`src/hdl/r255_pkg.sv`:
```
`timescale 1ns / 1ps
`default_nettype none

package r255_pkg;

   // Digits per group; the last one closes the group
   localparam int unsigned GROUP_LEN = 5;
   localparam logic [2:0] LAST_DIGIT = 3'(GROUP_LEN - 1);
   localparam logic [7:0] TAIL_KEY_RESET = 8'hBE;

   // One queued transaction: up to four bytes, most significant byte first
   typedef struct packed {
      logic [31:0] data;
      logic [2:0]  count;
      logic        tail;
   } r255_entry_type;

   // Weight of digit position idx, modulo 2^32
   function automatic logic [31:0] pow255(input logic [2:0] idx);
      logic [31:0] w;
      unique case (idx)
         3'd0:    w = 32'h0000_0001;
         3'd1:    w = 32'h0000_00FF;
         3'd2:    w = 32'h0000_FE01;
         3'd3:    w = 32'h00FD_02FF;
         3'd4:    w = 32'hFC05_FC01;
         default: w = 32'h0000_0000;
      endcase
      return w;
   endfunction

endpackage

`default_nettype wire

```
`src/hdl/radix255_group_decoder_unit.sv`:
```
// Radix-255 group decoder.
// Input queue port (req_): push a byte with req_push while req_full is low;
// req_end marks the last byte of a stream. Every fifth byte of a stream
// closes a group d0..d4 (least significant first); the group value
// sum d[i]*255^i, wrapped to 32 bits, comes out as four result bytes, most
// significant first, with rsp_tail low. A stream end that leaves one to
// four bytes of an open group returns those bytes in arrival order, XORed
// with the tail key, rsp_tail high. rsp_last flags the final result of the
// input transaction.
// Result queue port (rsp_): the oldest result is shown while rsp_empty is
// low and is taken with rsp_pop. The first result is registered in the
// queue, then in the output register. Throughput: one input byte per
// cycle while req_full is low; a front stage holding one 8x32 multiply-add
// feeds a QUEUE_DEPTH-entry queue, and the output stage drains one byte
// per cycle while rsp_pop is high. When the receiver stalls the queue
// fills and req_full rises. csr_we writes the tail key (reset 0xBE).
// Reset: synchronous; clears the open group, the queue and the output.
`timescale 1ns / 1ps
`default_nettype none

module radix255_group_decoder_unit
   import r255_pkg::*;
#(
   parameter int unsigned QUEUE_DEPTH = 2
) (
   input  wire logic       clock,
   input  wire logic       reset,
   input  wire logic       req_push,
   output      logic       req_full,
   input  wire logic [7:0] req_byte,
   input  wire logic       req_end,
   input  wire logic       rsp_pop,
   output      logic       rsp_empty,
   output      logic [7:0] rsp_byte,
   output      logic       rsp_tail,
   output      logic       rsp_last,
   input  wire logic       csr_we,
   input  wire logic [7:0] csr_wdata
);

   logic           accept;
   logic           push;
   r255_entry_type push_entry;
   logic           q_pop;
   logic           q_nonempty;
   r255_entry_type q_head;

   assign accept = req_push && !req_full;

   // Classify bytes and form group values
   r255_front u_front (
      .clock      (clock),
      .reset      (reset),
      .accept     (accept),
      .req_byte   (req_byte),
      .req_end    (req_end),
      .csr_we     (csr_we),
      .csr_wdata  (csr_wdata),
      .push       (push),
      .push_entry (push_entry)
   );

   // Decouple front and back
   r255_fifo #(
      .DEPTH (QUEUE_DEPTH)
   ) u_fifo (
      .clock      (clock),
      .reset      (reset),
      .push       (push),
      .push_entry (push_entry),
      .pop        (q_pop),
      .full       (req_full),
      .nonempty   (q_nonempty),
      .head       (q_head)
   );

   // Serialize entries into result bytes
   r255_back u_back (
      .clock      (clock),
      .reset      (reset),
      .q_nonempty (q_nonempty),
      .q_head     (q_head),
      .q_pop      (q_pop),
      .rsp_pop    (rsp_pop),
      .rsp_empty  (rsp_empty),
      .rsp_byte   (rsp_byte),
      .rsp_tail   (rsp_tail),
      .rsp_last   (rsp_last)
   );

endmodule

`default_nettype wire

```
`src/hdl/r255_front.sv`:
```
`timescale 1ns / 1ps
`default_nettype none

module r255_front
   import r255_pkg::*;
(
   input  wire logic           clock,
   input  wire logic           reset,
   input  wire logic           accept,
   input  wire logic [7:0]     req_byte,
   input  wire logic           req_end,
   input  wire logic           csr_we,
   input  wire logic [7:0]     csr_wdata,
   output      logic           push,
   output      r255_entry_type push_entry
);

   logic [7:0]  key_ff;
   logic [2:0]  count_ff, count_in;
   logic [31:0] acc_ff, acc_in;
   logic [7:0]  digit_ff [4];
   logic [39:0] product;
   logic [31:0] sum;
   logic        closing;
   logic [7:0]  tail_byte [4];

   // Weighted digit added to the running group value
   assign product = {32'd0, req_byte} * {8'd0, pow255(count_ff)};
   assign sum     = ((count_ff == 3'd0) ? 32'd0 : acc_ff) + product[31:0];
   assign closing = (count_ff == LAST_DIGIT);

   // Assemble leftover bytes in arrival order, keyed
   always_comb begin
      for (int k = 0; k < 4; k++) begin
         tail_byte[k] = ((3'(k) == count_ff) ? req_byte : digit_ff[k]) ^ key_ff;
      end
   end

   // Classify the transaction and build the queue entry
   always_comb begin
      count_in = count_ff;
      acc_in   = acc_ff;
      push     = 1'b0;
      push_entry.data  = {tail_byte[0], tail_byte[1], tail_byte[2], tail_byte[3]};
      push_entry.count = count_ff + 3'd1;
      push_entry.tail  = 1'b1;
      if (accept) begin
         if (closing) begin
            push             = 1'b1;
            push_entry.data  = sum;
            push_entry.count = 3'd4;
            push_entry.tail  = 1'b0;
            count_in         = 3'd0;
         end else begin
            acc_in = sum;
            if (req_end) begin
               push     = 1'b1;
               count_in = 3'd0;
            end else begin
               count_in = count_ff + 3'd1;
            end
         end
      end
   end

   // Hold control state and key
   always_ff @(posedge clock) begin
      if (reset) begin
         count_ff <= 3'd0;
         key_ff   <= TAIL_KEY_RESET;
      end else begin
         count_ff <= count_in;
         if (csr_we) begin
            key_ff <= csr_wdata;
         end
      end
   end

   // Store the digit and running value
   always_ff @(posedge clock) begin
      acc_ff <= acc_in;
      if (accept && !closing) begin
         digit_ff[count_ff[1:0]] <= req_byte;
      end
   end

endmodule

`default_nettype wire

```
`src/hdl/r255_fifo.sv`:
```
`timescale 1ns / 1ps
`default_nettype none

module r255_fifo
   import r255_pkg::*;
#(
   parameter int unsigned DEPTH = 2
) (
   input  wire logic           clock,
   input  wire logic           reset,
   input  wire logic           push,
   input  wire r255_entry_type push_entry,
   input  wire logic           pop,
   output      logic           full,
   output      logic           nonempty,
   output      r255_entry_type head
);

   localparam int unsigned PTR_W = (DEPTH > 1) ? $clog2(DEPTH) : 1;
   localparam int unsigned CNT_W = $clog2(DEPTH + 1);
   localparam logic [PTR_W-1:0] PTR_LAST = PTR_W'(DEPTH - 1);

   r255_entry_type   mem_ff [DEPTH];
   logic [PTR_W-1:0] wr_ptr_ff, wr_ptr_in, rd_ptr_ff, rd_ptr_in;
   logic [CNT_W-1:0] cnt_ff, cnt_in;
   logic             do_pop;

   assign full     = (cnt_ff == CNT_W'(DEPTH));
   assign nonempty = (cnt_ff != '0);
   assign head     = mem_ff[rd_ptr_ff];
   assign do_pop   = pop && nonempty;

   // Advance pointers and occupancy
   always_comb begin
      wr_ptr_in = wr_ptr_ff;
      rd_ptr_in = rd_ptr_ff;
      cnt_in    = cnt_ff;
      if (push) begin
         wr_ptr_in = (wr_ptr_ff == PTR_LAST) ? '0 : wr_ptr_ff + PTR_W'(1);
      end
      if (do_pop) begin
         rd_ptr_in = (rd_ptr_ff == PTR_LAST) ? '0 : rd_ptr_ff + PTR_W'(1);
      end
      if (push && !do_pop) begin
         cnt_in = cnt_ff + CNT_W'(1);
      end else if (!push && do_pop) begin
         cnt_in = cnt_ff - CNT_W'(1);
      end
   end

   always_ff @(posedge clock) begin
      if (reset) begin
         wr_ptr_ff <= '0;
         rd_ptr_ff <= '0;
         cnt_ff    <= '0;
      end else begin
         wr_ptr_ff <= wr_ptr_in;
         rd_ptr_ff <= rd_ptr_in;
         cnt_ff    <= cnt_in;
      end
   end

   // Write the entry
   always_ff @(posedge clock) begin
      if (push) begin
         mem_ff[wr_ptr_ff] <= push_entry;
      end
   end

endmodule

`default_nettype wire

```
`src/hdl/r255_back.sv`:
```
`timescale 1ns / 1ps
`default_nettype none

module r255_back
   import r255_pkg::*;
(
   input  wire logic           clock,
   input  wire logic           reset,
   input  wire logic           q_nonempty,
   input  wire r255_entry_type q_head,
   output      logic           q_pop,
   input  wire logic           rsp_pop,
   output      logic           rsp_empty,
   output      logic [7:0]     rsp_byte,
   output      logic           rsp_tail,
   output      logic           rsp_last
);

   logic        valid_ff, valid_in;
   logic [31:0] data_ff, data_in;
   logic [2:0]  rem_ff, rem_in;
   logic        tail_ff, tail_in;
   logic        taken, final_byte;

   assign rsp_empty  = !valid_ff;
   assign rsp_byte   = data_ff[31:24];
   assign rsp_tail   = tail_ff;
   assign final_byte = (rem_ff == 3'd1);
   assign rsp_last   = final_byte;
   assign taken      = valid_ff && rsp_pop;
   assign q_pop      = q_nonempty && (!valid_ff || (taken && final_byte));

   // Shift out the next byte or load the next entry
   always_comb begin
      valid_in = valid_ff;
      data_in  = data_ff;
      rem_in   = rem_ff;
      tail_in  = tail_ff;
      if (q_pop) begin
         valid_in = 1'b1;
         data_in  = q_head.data;
         rem_in   = q_head.count;
         tail_in  = q_head.tail;
      end else if (taken) begin
         if (final_byte) begin
            valid_in = 1'b0;
         end else begin
            data_in = {data_ff[23:0], 8'd0};
            rem_in  = rem_ff - 3'd1;
         end
      end
   end

   always_ff @(posedge clock) begin
      if (reset) begin
         valid_ff <= 1'b0;
      end else begin
         valid_ff <= valid_in;
      end
   end

   // Hold output payload
   always_ff @(posedge clock) begin
      data_ff <= data_in;
      rem_ff  <= rem_in;
      tail_ff <= tail_in;
   end

endmodule

`default_nettype wire

```
`config.mk`:
```
export PLATFORM = sky130hd
export DESIGN_NAME = radix255_group_decoder_unit
export DESIGN_NICKNAME = d
export VERILOG_FILES = /design/src/hdl/r255_pkg.sv /design/src/hdl/radix255_group_decoder_unit.sv /design/src/hdl/r255_front.sv /design/src/hdl/r255_fifo.sv /design/src/hdl/r255_back.sv
export SDC_FILE = /design/constraint.sdc
export NUM_CORES = 1
export LEC_CHECK = 0
export BUFFER_PORTS_ARGS = -buffer_cell sky130_fd_sc_hd__buf_2
export CAP_MARGIN = 20
export CORE_AREA = 4 4 223 225
export CTS_CLUSTER_SIZE = 24
export DETAILED_ROUTE_END_ITERATION = 6
export DIE_AREA = 0 0 227 229
export GPL_TIMING_DRIVEN = 0
export SLEW_MARGIN = 20
export SYNTH_ARGS = -nofsm -noshare
export SYNTH_HDL_FRONTEND = slang
export SYNTH_SLANG_ARGS = --single-unit
```
`constraint.sdc`:
```
create_clock -name clock -period 11.9 [get_ports clock]
set_clock_uncertainty 0.2 [all_clocks]
set_input_delay 2.38 -clock clock [delete_from_list [all_inputs] [get_ports clock]]
set_output_delay 2.38 -clock clock [all_outputs]
set_load 0.01 [all_outputs]
```
==> flow_metrics.py <==
metrics = {
    "logic_synthesis": {
        "synth_top_area_share_pct": 36.5,
        "ys_top_cells_by_area": "edfxtp_1 36%, fa_1 19%, ha_1 7.0%, inv_1 6.1%, mux2i_1 4.9%",
        "synth_cells": 1270,
        "synth.distinct_cells": 65,
        "avgSynthCellArea_sq_um": 11.2,
        "async_flop_share_pct": 0,
        "synth_seq_area_share_pct": 38.9,
        "syn_nets": 1505,
        "ys.flop_type": "edfxtp_1",
        "yosysWarnings": 0,
        "ys_ff_latch": 189,
        "synth.largest_area_cell": "edfxtp_1",
        "syn_area_sq_um": 14200,
        "synth_edf_count": 172,
    },
    "power_and_ir_drop": {
        "peakVddDrop_mv": 0.106,
        "powerDensity_nw_per_um2": 153,
        "power_mw": 2.42,
        "p_leak_nw": 6.88,
    },
    "cells_and_area": {
        "final_util_pct": 33.3,
        "drive_gt1_share_pct": 8.28,
        "final_cell_area_sq_um": 15800,
        "fin_nets": 1563,
        "syn2layout_area_growth_pct": 11.6,
        "final_cells": 1957,
    },
    "worst_setup_path": {
        "worstReg2RegEnd": "u_fifo.mem_ff[0][35]",
        "crit_end": "u_fifo.mem_ff[0][35]",
        "worstSetupEndpointType": "flip-flop",
        "worstPathCellList": "buf_2, clkbuf_1, and3_1, fa_1, fa_1, inv_1, fa_1, fa_1, inv_1, ha_1, a21o_1, a21oi_1, a21boi_1, o221a_2, o31a_1, o21a_1, o31ai_1",
        "slowest_stage": "clkbuf_1",
        "worstRegToRegCells": 21,
        "required_ps": 11860,
        "cp_slowest_stage_delay_ps": 670,
        "reg2reg_setup_slack_ps": 3990,
        "crit_fanout": 10,
        "worstPathArrival_ps": 8450,
        "critPathLaunchType": "input port",
        "critPathKind": "in -> reg",
        "crit_path_frequent_cell": "fa_1",
        "timing.critical_path.from": "req_byte[1]",
        "r2r_start": "u_front.count_ff[0]",
    },
    "floorplan": {
        "design.portCount": 34,
        "die_area_sq_um": 52000,
        "rows": 80,
        "core_sq_um": 47500,
        "start_util_pct": 29.8,
        "die_w_um": 227,
        "die_h_um": 229,
    },
    "timing": {
        "fin_crit_ps": 8490,
        "max_slew_margin_pct": 35.2,
        "finalSetupViolations": 0,
        "worstMarginPinSlew_ps": 972,
        "max_freq_mhz": 118,
        "finalHoldViolCount": 0,
        "finalCritPeriodShare_pct": 71.4,
        "setup_tns_ps": 0,
        "slew_viol_final": 0,
        "rsz0062_at_grt": "false",
    },
    "min_path": {
        "min_path_type": "reg -> reg",
    },
    "place": {
        "routabilityCongestion": 0.873,
        "placed_cell_area_sq_um": 15200,
        "hpwl_um": 27200,
        "port_buffers": 32,
        "post-place-cells": 1924,
    },
    "routing": {
        "viasPerCell": 4.68,
        "route.vias.total": 9153,
        "dr.pass1.iters": 5,
        "antenna_left": 0,
        "drt-initial-drc-count": 641,
        "drcViolationCount": 0,
        "finalWirelength_um": 34400,
        "wl_per_cell_um": 17.6,
    },
    "clocking": {
        "postCtsSetupBuffers": 0,
        "insertion_delay_ps": 440,
        "path_clk_slew_ps": 80,
        "cts_root_buf": "clkbuf_16",
        "cts_resized": 0,
        "cts.sinks": 189,
        "numCtsBuffers": 17,
        "cts_max_level": 4,
        "ctsHoldBuffers": 0,
        "cts_tree": "yes",
        "clockBufferDepth": 2,
    },
    "global_routing": {
        "grt_max_degree": 30,
        "grt.overflow.total": 0,
        "grt_pass1_vias": 9485,
        "grt_pass1_wl_um": 54200,
        "grt_util_all_layers_pct": 13.5,
        "antenna_found_initial": 1,
    },
    "flow_run": {
        "max-cap-violations": 0,
    },
    "run_status": {
        "status": "complete, no violations",
    },
}
how the worst min path moves through the flow:
| stage | startpoint | to | slack, ps | depth (start not counted) |
|---|---|---|---|---|
| floorplan | u_back.valid_ff | u_back.valid_ff | 250 | 2 |
| global placement | u_back.valid_ff | u_back.valid_ff | 270 | 2 |
| detailed placement | u_back.valid_ff | u_back.valid_ff | 280 | 2 |
| CTS | u_back.valid_ff | u_back.valid_ff | 290 | 2 |
| global route | u_front.count_ff[1] | u_front.count_ff[1] | 320 | 2 |
| finish | u_back.valid_ff | u_back.valid_ff | 290 | 2 |
synthesized netlist by cell type, drive strengths merged (2+ instances only):
cell     number
a21o         15
nand3b        2
o221a         2
a21oi        52
o21ai        37
nand2        63
ha           79
o21bai        4
o21a          9
buf          18
a21boi        2
edfxtp      172
nor3          9
or3           4
dfxtp        17
a211oi        6
nor2b        17
mux2         15
nand3         8
nand4         4
o31ai         3
and2         52
o2111a        2
clkbuf       40
a211o         9
o31a          2
nor2         78
mux2i        69
inv         231
and3         18
or4           2
fa          134
xor2         28
nand2b        2
xnor2        47
a2111oi       3
critical path, delay by kind of cell:
kind / cells / cell delay (ps)
AO/OA/AOI/OAI: 7 / 2090
adder cells (fa/ha/maj): 5 / 2400
buffers and inverters: 4 / 930
AND/OR/NAND/NOR: 1 / 640
kinds of logic after synthesis:
kind of cell | count (synthesis) | share of synthesized area, %
flip-flops | 189 | 38.9
buffers and inverters | 290 | 7.95
adder cells (fa/ha/maj) | 213 | 25.9
multiplexers | 84 | 6.07
AO/OA/AOI/OAI | 159 | 7.55
XOR/XNOR | 75 | 4.64
AND/OR/NAND/NOR | 260 | 9.02
layout make-up:
type | instances | area [sq um]
sequential | 189 | 5510
inverter | 232 | 871
antenna | 1 | 2.50
buffer | 58 | 255
clock buffer | 17 | 425
fill | 4706 | 31700
tap | 615 | 769
timing repair buffer | 39 | 265
clock inverter | 15 | 166
multi-input combinational | 791 | 7550
cells in the final DEF (no fill, tap or decap), drive strengths merged, types with 6 or more instances in the layout:
master,netlist,routed
and2,52,52
a211oi,6,6
nand3,8,8
mux2,15,15
mux2i,69,69
edfxtp,172,172
nor2b,17,17
inv,231,239
buf,18,57
o21a,9,9
xnor2,47,47
clkbuf,40,57
ha,79,79
nand2,63,63
xor2,28,28
fa,134,134
o21ai,37,37
nor2,78,78
a21o,15,15
a211o,9,9
nor3,9,9
dfxtp,17,17
clkinv,1,7
and3,18,18
a21oi,52,52
registers in the layout, summed over array words and instances, names as in the netlist, named ones only:
name,count
u_fifo.cnt_ff,2
u_fifo.mem_ff,72
u_front.key_ff,8
u_front.acc_ff,32
u_front.count_ff,3
u_back.valid_ff,1
u_fifo.rd_ptr_ff,1
u_back.data_ff,32
u_fifo.wr_ptr_ff,1
u_back.rem_ff,3
u_front.digit_ff,32
u_back.rsp_tail,1
through the flow:
stage | hold slack (ps) | setup slack (ps)
after floorplan | 251 | 4410
final | 291 | 3410
after detailed placement | 282 | 3060
after global routing | 320 | 3290
after CTS | 292 | 3510
after global placement | 265 | 3100
power breakdown:
part           internal (mW)  total (mW)  leakage, nW  switching, mW
combinational          0.323       0.876         4.84          0.552
sequential             0.937       0.977         1.75         0.0399
clock                  0.283       0.563        0.288          0.280
total                   1.54        2.42         6.88          0.872
per-layer routing:
| metal | global-route usage [%] | vias to the layer above | wire length, um |
|---|---|---|---|
| li1 | - | 4286 | - |
| met2 | 22.3 | 223 | 16500 |
| met3 | 1.54 | 50 | 1430 |
| met1 | 18.7 | 4594 | 15500 |
| met5 | 0 | - | 0 |
| met4 | 3.84 | 0 | 894 |
No activity file was read; power rests on OpenSTA's default activity.
